## config.mk

```make
export PLATFORM = sky130hd
export DESIGN_NAME = port_and_signature_app_classifier
export DESIGN_NICKNAME = d
export VERILOG_FILES = /design/src/hdl/acpc_pkg.sv /design/src/hdl/acpc_front.sv /design/src/hdl/acpc_fifo.sv /design/src/hdl/acpc_back.sv /design/src/hdl/port_and_signature_app_classifier.sv
export SDC_FILE = /design/constraint.sdc
export NUM_CORES = 1
export LEC_CHECK = 0
export ABC_AREA = 1
export BUFFER_PORTS_ARGS = -buffer_cell sky130_fd_sc_hd__buf_2
export CORE_ASPECT_RATIO = 0.9
export CORE_MARGIN = 3
export CORE_UTILIZATION = 48
export DETAILED_ROUTE_END_ITERATION = 8
export PLACE_DENSITY_LB_ADDON = 0.15
export SYNTH_ARGS = -nofsm -noshare
export SYNTH_HDL_FRONTEND = slang
export SYNTH_SLANG_ARGS = --single-unit
```

## constraint.sdc

```tcl
create_clock -name clk -period 2.7 [get_ports clk]
set_clock_uncertainty 0.05 [all_clocks]
set_input_delay 0.54 -clock clk [delete_from_list [all_inputs] [get_ports clk]]
set_output_delay 0.54 -clock clk [all_outputs]
set_load 0.01 [all_outputs]
```

## src/hdl/acpc_pkg.sv

```systemverilog
`timescale 1ns / 1ps
// ----------------------------------------------------------------------------
// acpc_pkg: shared types, constants and functions of the application classifier
// Holds the beat structs, the port and payload signature tables, and the
// combinational helpers used by the front end.
// ----------------------------------------------------------------------------
package acpc_pkg;

  // Input beat: one payload byte with its packet markers and ports.
  typedef struct packed {
    logic        first;
    logic        last;
    logic        has_byte;
    logic [7:0]  data_byte;
    logic [15:0] src_port;
    logic [15:0] dst_port;
  } item_t;

  // Result beat: class and how it was found.
  typedef struct packed {
    logic [2:0] app_class;
    logic [1:0] matched_by;
  } result_t;

  // Class codes.
  localparam logic [2:0] CLS_UNKNOWN = 3'd0;
  localparam logic [2:0] CLS_HTTP    = 3'd1;
  localparam logic [2:0] CLS_HTTPS   = 3'd2;
  localparam logic [2:0] CLS_DNS     = 3'd3;
  localparam logic [2:0] CLS_SSH     = 3'd4;
  localparam logic [2:0] CLS_FTP     = 3'd5;

  // Match source codes.
  localparam logic [1:0] MATCH_NONE    = 2'd0;
  localparam logic [1:0] MATCH_PORT    = 2'd1;
  localparam logic [1:0] MATCH_PAYLOAD = 2'd2;

  // Byte history and signature table sizes.
  localparam int HIST_DEPTH   = 5;
  localparam int NUM_PORTS    = 7;
  localparam int NUM_PATTERNS = 8;
  localparam int PAT_MAX_LEN  = 6;
  localparam int NUM_FLAGS    = 4;

  localparam logic [2:0] SEEN_MAX = 3'(HIST_DEPTH);

  typedef logic [HIST_DEPTH-1:0][7:0] hist_t;

  // Well-known ports, in priority order.
  localparam logic [15:0] PORT_TAB [NUM_PORTS] = '{
    16'd80, 16'd8080, 16'd8000, 16'd443, 16'd53, 16'd22, 16'd21
  };
  localparam logic [2:0] PORT_CLS [NUM_PORTS] = '{
    CLS_HTTP, CLS_HTTP, CLS_HTTP, CLS_HTTPS, CLS_DNS, CLS_SSH, CLS_FTP
  };

  // Payload patterns: length, flag bit and bytes (unused tail is zero).
  localparam logic [2:0] PAT_LEN [NUM_PATTERNS] = '{
    3'd5, 3'd5, 3'd6, 3'd3, 3'd3, 3'd5, 3'd4, 3'd5
  };
  localparam logic [1:0] PAT_FLAG [NUM_PATTERNS] = '{
    2'd0, 2'd0, 2'd0, 2'd1, 2'd1, 2'd2, 2'd3, 2'd3
  };
  localparam logic [7:0] PAT_BYTES [NUM_PATTERNS][PAT_MAX_LEN] = '{
    '{8'h47, 8'h45, 8'h54, 8'h20, 8'h2F, 8'h00},  // "GET /"
    '{8'h50, 8'h4F, 8'h53, 8'h54, 8'h20, 8'h00},  // "POST "
    '{8'h48, 8'h54, 8'h54, 8'h50, 8'h2F, 8'h31},  // "HTTP/1"
    '{8'h16, 8'h03, 8'h01, 8'h00, 8'h00, 8'h00},  // TLS record, version 1.0
    '{8'h16, 8'h03, 8'h03, 8'h00, 8'h00, 8'h00},  // TLS record, version 1.2
    '{8'h53, 8'h53, 8'h48, 8'h2D, 8'h32, 8'h00},  // "SSH-2"
    '{8'h32, 8'h32, 8'h30, 8'h20, 8'h00, 8'h00},  // "220 "
    '{8'h55, 8'h53, 8'h45, 8'h52, 8'h20, 8'h00}   // "USER "
  };

  // Class belonging to each payload flag, in priority order.
  localparam logic [2:0] FLAG_CLS [NUM_FLAGS] = '{CLS_HTTP, CLS_HTTPS, CLS_SSH, CLS_FTP};

  // Result queue sizing.
  localparam int FIFO_DEPTH = 4;
  localparam int FIFO_PTR_W = $clog2(FIFO_DEPTH);
  localparam int FIFO_CNT_W = $clog2(FIFO_DEPTH + 1);

  typedef struct packed {
    logic                  full;
    logic                  empty;
    logic [FIFO_CNT_W-1:0] count;
  } fifo_stat_t;

  // First port entry, in table order, that matches either port.
  function automatic logic [2:0] port_lookup(logic [15:0] sp, logic [15:0] dp);
    logic [2:0] cls;
    cls = CLS_UNKNOWN;
    for (int i = NUM_PORTS - 1; i >= 0; i--) begin
      if (sp == PORT_TAB[i] || dp == PORT_TAB[i]) begin
        cls = PORT_CLS[i];
      end
    end
    return cls;
  endfunction

  // Flags of every pattern that ends on the current byte.
  function automatic logic [NUM_FLAGS-1:0] pattern_hits(hist_t hist, logic [2:0] seen,
                                                         logic [7:0] cur);
    logic [NUM_FLAGS-1:0] hits;
    logic                 ok;
    int                   n;
    hits = '0;
    for (int p = 0; p < NUM_PATTERNS; p++) begin
      n  = int'(PAT_LEN[p]);
      ok = (({1'b0, seen} + 4'd1) >= {1'b0, PAT_LEN[p]}) && (cur == PAT_BYTES[p][n-1]);
      for (int j = 0; j < HIST_DEPTH; j++) begin
        if (j + 1 < n) begin
          ok = ok && (hist[j] == PAT_BYTES[p][n-2-j]);
        end
      end
      if (ok) begin
        hits[PAT_FLAG[p]] = 1'b1;
      end
    end
    return hits;
  endfunction

  // Port class wins; otherwise the first payload flag in priority order.
  function automatic result_t pick_result(logic [2:0] pclass, logic [NUM_FLAGS-1:0] found);
    result_t r;
    r.app_class  = CLS_UNKNOWN;
    r.matched_by = MATCH_NONE;
    if (pclass != CLS_UNKNOWN) begin
      r.app_class  = pclass;
      r.matched_by = MATCH_PORT;
    end else begin
      for (int i = NUM_FLAGS - 1; i >= 0; i--) begin
        if (found[i]) begin
          r.app_class  = FLAG_CLS[i];
          r.matched_by = MATCH_PAYLOAD;
        end
      end
    end
    return r;
  endfunction

endpackage

```

## src/hdl/acpc_front.sv

```systemverilog
`timescale 1ns / 1ps
// ----------------------------------------------------------------------------
// acpc_front: packet tracking front end
// Accepts one beat per cycle while the queue has room, keeps the port class,
// byte history and pattern flags per packet; the last beat pushes a result.
// ----------------------------------------------------------------------------
module acpc_front (
  input  logic              clk,
  input  logic              rst,
  input  logic              item_valid,
  output logic              item_ready,
  input  acpc_pkg::item_t   item,
  input  logic              fifo_full,
  output logic              push,
  output acpc_pkg::result_t push_data
);

  acpc_pkg::hist_t                 hist, hist_base, hist_next;
  logic [2:0]                      seen, seen_base, seen_next;
  logic [acpc_pkg::NUM_FLAGS-1:0]  found, found_base, found_next;
  logic [2:0]                      pclass, pclass_next;
  logic                            accept;

  // A beat is taken whenever the queue has room for its possible result.
  assign item_ready = !fifo_full;
  assign accept     = item_valid && item_ready;

  // Packet state after the first marker and the byte of this beat.
  always_comb begin
    hist_base   = hist;
    seen_base   = seen;
    found_base  = found;
    pclass_next = pclass;
    if (item.first) begin
      hist_base   = '0;
      seen_base   = '0;
      found_base  = '0;
      pclass_next = acpc_pkg::port_lookup(item.src_port, item.dst_port);
    end
    hist_next  = hist_base;
    seen_next  = seen_base;
    found_next = found_base;
    if (item.has_byte) begin
      found_next = found_base | acpc_pkg::pattern_hits(hist_base, seen_base, item.data_byte);
      hist_next  = {hist_base[acpc_pkg::HIST_DEPTH-2:0], item.data_byte};
      if (seen_base < acpc_pkg::SEEN_MAX) begin
        seen_next = seen_base + 3'd1;
      end
    end
  end

  // State update on each accepted beat.
  always_ff @(posedge clk) begin
    if (rst) begin
      hist   <= '0;
      seen   <= '0;
      found  <= '0;
      pclass <= acpc_pkg::CLS_UNKNOWN;
    end else if (accept) begin
      hist   <= hist_next;
      seen   <= seen_next;
      found  <= found_next;
      pclass <= pclass_next;
    end
  end

  // The last beat of a packet pushes its verdict.
  assign push      = accept && item.last;
  assign push_data = acpc_pkg::pick_result(pclass_next, found_next);

endmodule

```

## src/hdl/acpc_fifo.sv

```systemverilog
`timescale 1ns / 1ps
// ----------------------------------------------------------------------------
// acpc_fifo: result queue
// Short first-in first-out queue that decouples the front end from the
// output stage.
// ----------------------------------------------------------------------------
module acpc_fifo (
  input  logic                   clk,
  input  logic                   rst,
  input  logic                   push,
  input  acpc_pkg::result_t      push_data,
  input  logic                   pop,
  output acpc_pkg::result_t      rd_data,
  output acpc_pkg::fifo_stat_t   stat
);

  acpc_pkg::result_t                 mem [acpc_pkg::FIFO_DEPTH];
  logic [acpc_pkg::FIFO_PTR_W-1:0]   wr_ptr, rd_ptr;
  logic [acpc_pkg::FIFO_CNT_W-1:0]   count;

  // Entry storage.
  always_ff @(posedge clk) begin
    if (push) begin
      mem[wr_ptr] <= push_data;
    end
  end

  // Pointers and fill level.
  always_ff @(posedge clk) begin
    if (rst) begin
      wr_ptr <= '0;
      rd_ptr <= '0;
      count  <= '0;
    end else begin
      if (push) begin
        wr_ptr <= wr_ptr + 1'b1;
      end
      if (pop) begin
        rd_ptr <= rd_ptr + 1'b1;
      end
      if (push && !pop) begin
        count <= count + 1'b1;
      end else if (pop && !push) begin
        count <= count - 1'b1;
      end
    end
  end

  assign rd_data    = mem[rd_ptr];
  assign stat.count = count;
  assign stat.full  = (count == acpc_pkg::FIFO_CNT_W'(acpc_pkg::FIFO_DEPTH));
  assign stat.empty = (count == '0);

endmodule

```

## src/hdl/acpc_back.sv

```systemverilog
`timescale 1ns / 1ps
// ----------------------------------------------------------------------------
// acpc_back: result output stage
// Drains the result queue into the output register and holds each beat until
// the consumer takes it.
// ----------------------------------------------------------------------------
module acpc_back (
  input  logic                  clk,
  input  logic                  rst,
  input  acpc_pkg::fifo_stat_t  stat,
  input  acpc_pkg::result_t     rd_data,
  output logic                  pop,
  output logic                  result_valid,
  input  logic                  result_ready,
  output acpc_pkg::result_t     result
);

  // Refill the output register whenever it is free or being emptied.
  assign pop = !stat.empty && (!result_valid || result_ready);

  always_ff @(posedge clk) begin
    if (rst) begin
      result_valid <= 1'b0;
    end else if (pop) begin
      result_valid <= 1'b1;
    end else if (result_ready) begin
      result_valid <= 1'b0;
    end
  end

  always_ff @(posedge clk) begin
    if (pop) begin
      result <= rd_data;
    end
  end

endmodule

```

## src/hdl/port_and_signature_app_classifier.sv

```systemverilog
`timescale 1ns / 1ps
// ----------------------------------------------------------------------------
// port_and_signature_app_classifier: packet application classifier
// Classifies each packet by well-known ports, or failing that by payload
// signatures seen in a five-byte history, and gives one result per packet.
// ----------------------------------------------------------------------------
//  Channel  Direction  Handshake                    Payload
//  item     in         item_valid / item_ready      acpc_pkg::item_t
//  result   out        result_valid / result_ready  acpc_pkg::result_t
//
// One input beat is taken every cycle unless the queue is full; port lookup
// and pattern compare run in the front end in the cycle the beat is accepted.
// A result is pushed into the result queue when the last beat of its packet
// is accepted, and moves from there into the output register.
// The four-entry result queue sets how long the output may stall before
// item_ready falls; while it is full every input beat waits.
// Reset is synchronous and clears the packet state, the queue and the output.
// ----------------------------------------------------------------------------
module port_and_signature_app_classifier (
  input  logic              clk,
  input  logic              rst,
  input  logic              item_valid,
  output logic              item_ready,
  input  acpc_pkg::item_t   item,
  output logic              result_valid,
  input  logic              result_ready,
  output acpc_pkg::result_t result
);

  logic                  push;
  logic                  pop;
  acpc_pkg::result_t     push_data;
  acpc_pkg::result_t     rd_data;
  acpc_pkg::fifo_stat_t  stat;

  acpc_front u_front (
    .clk        (clk),
    .rst        (rst),
    .item_valid (item_valid),
    .item_ready (item_ready),
    .item       (item),
    .fifo_full  (stat.full),
    .push       (push),
    .push_data  (push_data)
  );

  acpc_fifo u_fifo (
    .clk       (clk),
    .rst       (rst),
    .push      (push),
    .push_data (push_data),
    .pop       (pop),
    .rd_data   (rd_data),
    .stat      (stat)
  );

  acpc_back u_back (
    .clk          (clk),
    .rst          (rst),
    .stat         (stat),
    .rd_data      (rd_data),
    .pop          (pop),
    .result_valid (result_valid),
    .result_ready (result_ready),
    .result       (result)
  );

  // A pushed result is in the queue on the next cycle.
  a_push_lands: assert property (@(posedge clk) disable iff (rst)
    push |=> !stat.empty)
    else $error("pushed result missing from queue");

  // The front end only stalls when the queue is full.
  a_stall_full: assert property (@(posedge clk) disable iff (rst)
    !item_ready |-> stat.count == acpc_pkg::FIFO_CNT_W'(acpc_pkg::FIFO_DEPTH))
    else $error("input stalled with room in queue");

  // The queue never goes past its depth.
  a_no_overflow: assert property (@(posedge clk) disable iff (rst)
    stat.count <= acpc_pkg::FIFO_CNT_W'(acpc_pkg::FIFO_DEPTH))
    else $error("result queue overflow");

  // An unmatched result always carries the unknown class.
  a_none_unknown: assert property (@(posedge clk) disable iff (rst)
    result_valid && result.matched_by == acpc_pkg::MATCH_NONE
      |-> result.app_class == acpc_pkg::CLS_UNKNOWN)
    else $error("class given without a match");

endmodule
```

# ---- Word level (Yosys, flattened, before mapping)
# Memory sizes are Yosys's and may differ from the RTL's. A register that Yosys moved wholly into a read port is not among the register bits.
# Index checks and enable logic that the tools add are counted.
dict set report totals {
  wordCells 194
  reg_bits 58
  input_bits 47
  ram_bits 20
  memories 1
}
# name depth width rd rd_clocked_by_memory_dff write_ports line
set mem_list {}
lappend mem_list {u_fifo.mem 4 5 1 1 1 acpc_fifo.sv:17} ;# acpc_pkg::result_t mem [acpc_pkg::FIFO_DEPTH];
dict set report op_classes {
  n_addsub 6
  eq_ne 46
  n_bitwise 1
  n_reduce_logical 57
  n_mux 66
  n_lt_le_gt_ge 5
}
# operator n
set op_table {}
lappend op_table {{$eq 8x7->1 const B} 17}
lappend op_table {{$eq 8x6->1 const B} 10}
lappend op_table {{$mux 40} 2}
lappend op_table {{$eq 16x13->1 const B} 4}
lappend op_table {{$eq 16x5->1 const B} 4}
lappend op_table {{$mux 1} 44}
lappend op_table {{$logic_and 1x1->1} 40}
lappend op_table {{$mux 3} 13}
lappend op_table {{$eq 16x6->1 const B} 2}
lappend op_table {{$eq 16x7->1 const B} 2}
lappend op_table {{$eq 16x9->1 const B} 2}
lappend op_table {{$mux 5} 5}
lappend op_table {{$eq 8x2->1 const B} 2}
lappend op_table {{$ge 4x3->1 const B} 3}
lappend op_table {{$eq 8x1->1 const B} 1}
lappend op_table {{$eq 8x5->1 const B} 1}
lappend op_table {{$logic_or 1x1->1} 8}
lappend op_table {{$mux 4} 2}
lappend op_table {{$add 3x1->3 const B} 2}
lappend op_table {{$logic_not 1->1} 5}
lappend op_table {{$add 2x1->2 const B} 2}
lappend op_table {{$add 3x1->4 const B} 1}
lappend op_table {{$ge 4x2->1 const B} 1}
lappend op_table {{$or 4x4->4} 1}
lappend op_table {{other kinds (6)} 7}

# ---- Logic depth before layout (Yosys ltp)
dict set report depth {
  word_depth 23
  depth_mapped 20
  mapped_depth_nobuf 17
}

# ---- Modules after synthesis
# From an unflattened synthesis, not the netlist that was laid out.
dict set report hier_totals {
  cells_unflattened 807
  hier_area_um2 5296.3
}
# module seq_area_each_um2 n_inst cells_each area_each_um2
set modules_own_cells {}
lappend modules_own_cells {acpc_front 1001.0 1 690 3915.0}
lappend modules_own_cells {acpc_fifo 780.7 1 107 1187.4}
lappend modules_own_cells {acpc_back 170.2 1 10 193.9}

# ---- Least setup slack after synthesis
# OpenSTA, ideal clock, no wires.
dict set report synth_path {
  path_kind {input port to flip-flop}
  from {in item[42] (netlist bit)}
  to {mem u_fifo.mem[0][2] (netlist bit) (data pin)}
  slack_ns 0.337
  path_stages 17
  t_arrival_ns 2.047
  required_ns 2.384
  cell_sequence {buf_6 inv_6 buf_12 buf_6 nand2_2 inv_1 ha_1 inv_1 nor2_1 a21oi_1 nor2_1 nand2_1 nand3_1 a21oi_1 nand2_1 nand2_1 nand2_1}
}
# element line
set synth_rtl {}
lappend synth_rtl {{start: declaration} port_and_signature_app_classifier.sv:24} ;# input acpc_pkg::item_t item,
lappend synth_rtl {{end: declaration} acpc_fifo.sv:17}

==> flow_metrics.tcl <==
set metrics [dict create \
    critical-path-top-delay-family "simple AND/OR/NAND/NOR gates" \
    critPathLaunch "item[42]" \
    grt_max_degree 51 \
    p_sw_frac 0.357 \
    rsz0062_at_grt "false" \
    cap_violations 0 \
    finalHoldViolCount 0 \
    r2r_cells 14 \
    worstSetupPathType "primary input to register" \
    row_count 34 \
    h-tree-depth 3 \
    ys_seq_area_frac 0.378 \
    worstMarginPinSlew_ns 0.513 \
    clkLatencyLatePin_ns 0.34 \
    start_kind "primary input" \
    drtPass1Iterations 5 \
    track_usage 0.234 \
    cts.path.max_buffers 2 \
    worstReg2RegStart "u_fifo.count[0]" \
    grt_pass1_vias 4514 \
    drive_above_1_share 0.123 \
    postCtsSetupBuffers 0 \
    cts_resized 0 \
    yosys.area.top_type "dfxtp_1" \
    outcome "complete, no violations" \
    slowest_stage "nor3_1" \
    hp-start "u_front.hist[34]" \
    setup_tns_ns 0 \
    die_h_um 103 \
    final_util 0.571 \
    grt_first_pass_wirelength_mm 21.9 \
    die_area_um2 11800 \
    cts-hold-fix-buffers 0 \
    floorplan.initialDensity 0.507 \
    clkPwrFrac 0.289 \
    fillCellCount 983 \
    fin_crit_sh 0.815 \
    first_iter_violations 406 \
    gp_congestion 0.951 \
    nets 861 \
    clock-sinks 83 \
    synthCells 762 \
    yosys-top-cells-area "dfxtp_1 (23%), edfxtp_1 (15%), nor2_1 (13%)" \
    area_growth_pct 12.6 \
    crit_path_max_fanout 18 \
    synth_fp_nets 816 \
    wl_per_cell_um 14.3 \
    syn_area_um2 5050 \
    cts_inserted_buffers 9 \
    path_depth 12 \
    worstHoldPathCells 2 \
    antenna_found_initial 0 \
    critPathCaptureType "register" \
    core_um2 9950 \
    slew_viol_final 0 \
    setup_slack_ns 0.500 \
    syn_avg_cell_area_um2 6.63 \
    path_buf_inv 2 \
    clkTransAtPathRegs_ns 0.06 \
    arrival_ns 2.21 \
    hold_class "register to register" \
    slowest_delay_ns 0.34 \
    vdd_drop_max_uv 512 \
    crit_top_cell "nand2_1" \
    hold_ws_ns 0.399 \
    synth.distinct_cells 38 \
    slew_headroom 0.656 \
    ios 54 \
    synth_seq_cells 83 \
    layout_min_cycle_time_ns 2.20 \
    yosysTopAreaCellShare 0.230 \
    die_width_um 114 \
    fmax_mhz 455 \
    ant_nets 0 \
    p_switching_w 0.00142 \
    dpl_worst_slack_ns 0.165 \
    hpwl_mm 10.1 \
    total_power_w 0.00399 \
    wl_mm 13.4 \
    crit_required_ns 2.71 \
    vias_per_cell 5.36 \
    remaining_drc_errors 0 \
    p_seq_frac 0.430 \
    powerDensity_nw_per_um2 701 \
    diodes 0 \
    setup_violations 0 \
    vias 5028 \
    pwr-share-comb 0.281 \
    grt_overflow 0 \
    power.leakage_nw 2.48 \
    p_int_w 0.00256 \
    ys_warn_count 0 \
    cts_tree "done" \
    path_cells "buf_2, buf_4, nor2_1, nand2_1, nor3_1, nand3_1, nand3_1, nand2_1, nand2_2, nor2_1, nand2_1, nand2_1" \
    io_buffers 53 \
    clock_tree.root_cell "clkbuf_16" \
]
[worst register-to-register path: stages, from the launching register on]
cell     delay [ns]
dfxtp_1        0.36
inv_1          0.09
nand3_1        0.09
nand2_1        0.09
inv_1          0.10
nand2_1        0.21
inv_1          0.12
ha_1           0.14
inv_1          0.06
fa_1           0.38
nor2_1         0.11
nor2_1         0.04
nand2_1        0.07
o21ai_0        0.07
a21oi_1        0.12
[logic make-up after synthesis]
family,share of synthesized area
AO/OA/AOI/OAI,0.167
adder cells (fa/ha/maj),0.0188
buffers and inverters,0.104
flip-flops,0.378
AND/OR/NAND/NOR,0.332
[routing by layer]
| layer | routed length (um) | vias to the layer above | global-route usage |
|---|---|---|---|
| met5 | 0 | - | 0 |
| met4 | 165 | 0 | 0.0667 |
| met3 | 776 | 12 | 0.0436 |
| met2 | 5730 | 138 | 0.360 |
| met1 | 6720 | 2297 | 0.336 |
| li1 | - | 2581 | - |
[cell type report]
| type | instances | area (um^2) | area share |
|---|---|---|---|
| multi-input combinational | 554 | 2620 | 0.460 |
| inverter | 94 | 358 | 0.0629 |
| sequential | 83 | 1910 | 0.336 |
| tap | 126 | 158 | 0.0277 |
| clock buffer | 9 | 225 | 0.0396 |
| clock inverter | 7 | 50.0 | 0.00880 |
| timing repair buffer | 65 | 368 | 0.0647 |
[worst paths after layout]
path	endpoint	slack (ns)
setup reg to reg	u_fifo.count[2]	0.52
hold reg to reg	u_front.hist[34]	0.40
hold / removal	u_front.hist[34]	0.40
setup / recovery	u_fifo.mem[3][4]	0.50
[power groups by stage]
stage,Sequential [W],Combinational (W),Clock [W]
2_1_floorplan,0.00170,0.000794,0
3_3_place_gp,0.00173,0.00109,0
3_5_place_dp,0.00173,0.00112,0
4_1_cts,0.00171,0.00112,0.00118
5_1_grt,0.00174,0.00129,0.00123
6_report,0.00171,0.00112,0.00115
[cells in the mapped netlist]
| master | number |
|---|---|
| nor2_1 | 180 |
| nand2_1 | 138 |
| inv_1 | 92 |
| o21ai_0 | 63 |
| dfxtp_1 | 58 |
| nand3_1 | 40 |
| a211oi_1 | 33 |
| a21oi_1 | 26 |
| edfxtp_1 | 25 |
| clkbuf_1 | 20 |
| nand2_2 | 10 |
| nor3_1 | 10 |
| a31oi_1 | 9 |
| nand4_1 | 8 |
| ha_1 | 6 |
| o22ai_1 | 6 |
| nand3b_1 | 4 |
| nor2_2 | 4 |
| o211ai_1 | 4 |
| buf_1 | 3 |
| buf_6 | 3 |
| buf_2 | 2 |
| buf_4 | 2 |
| o21a_1 | 2 |
| a311oi_1 | 1 |
| and2_0 | 1 |
| and2_1 | 1 |
| and3_1 | 1 |
| buf_12 | 1 |
| fa_1 | 1 |
| inv_2 | 1 |
| inv_6 | 1 |
| nand2_4 | 1 |
| nand3_2 | 1 |
| nor3_2 | 1 |
| nor3b_1 | 1 |
| o21ai_1 | 1 |
| or2_2 | 1 |
[through the flow]
step / cell area, um^2 / std cells
floorplan: 5050 / 762
global placement: 5410 / 922
detailed placement: 5410 / 922
CTS: 5690 / 938
global route: 5690 / 938
finish: 5690 / 938
[flip-flops by register name, summed over array words and instances (netlist names)]
name / cells
u_fifo.count: 3
u_back.result: 5
u_front.seen: 3
u_front.hist: 40
u_front.pclass: 3
u_back.result_valid: 1
u_fifo.wr_ptr: 2
u_fifo.mem: 20
u_fifo.rd_ptr: 2
u_front.found: 4
[cell usage in the layout, fill, tap and decap left out, types with 11 or more instances in the layout]
cell and n:
nor2_1 180, a21oi_1 26, buf_4 11, a211oi_1 33, nand3_1 40, buf_2 53
nand2_1 138, dfxtp_1 58, inv_1 92, edfxtp_1 25, o21ai_0 63
Note: power is estimated with default switching activity, not from simulation.
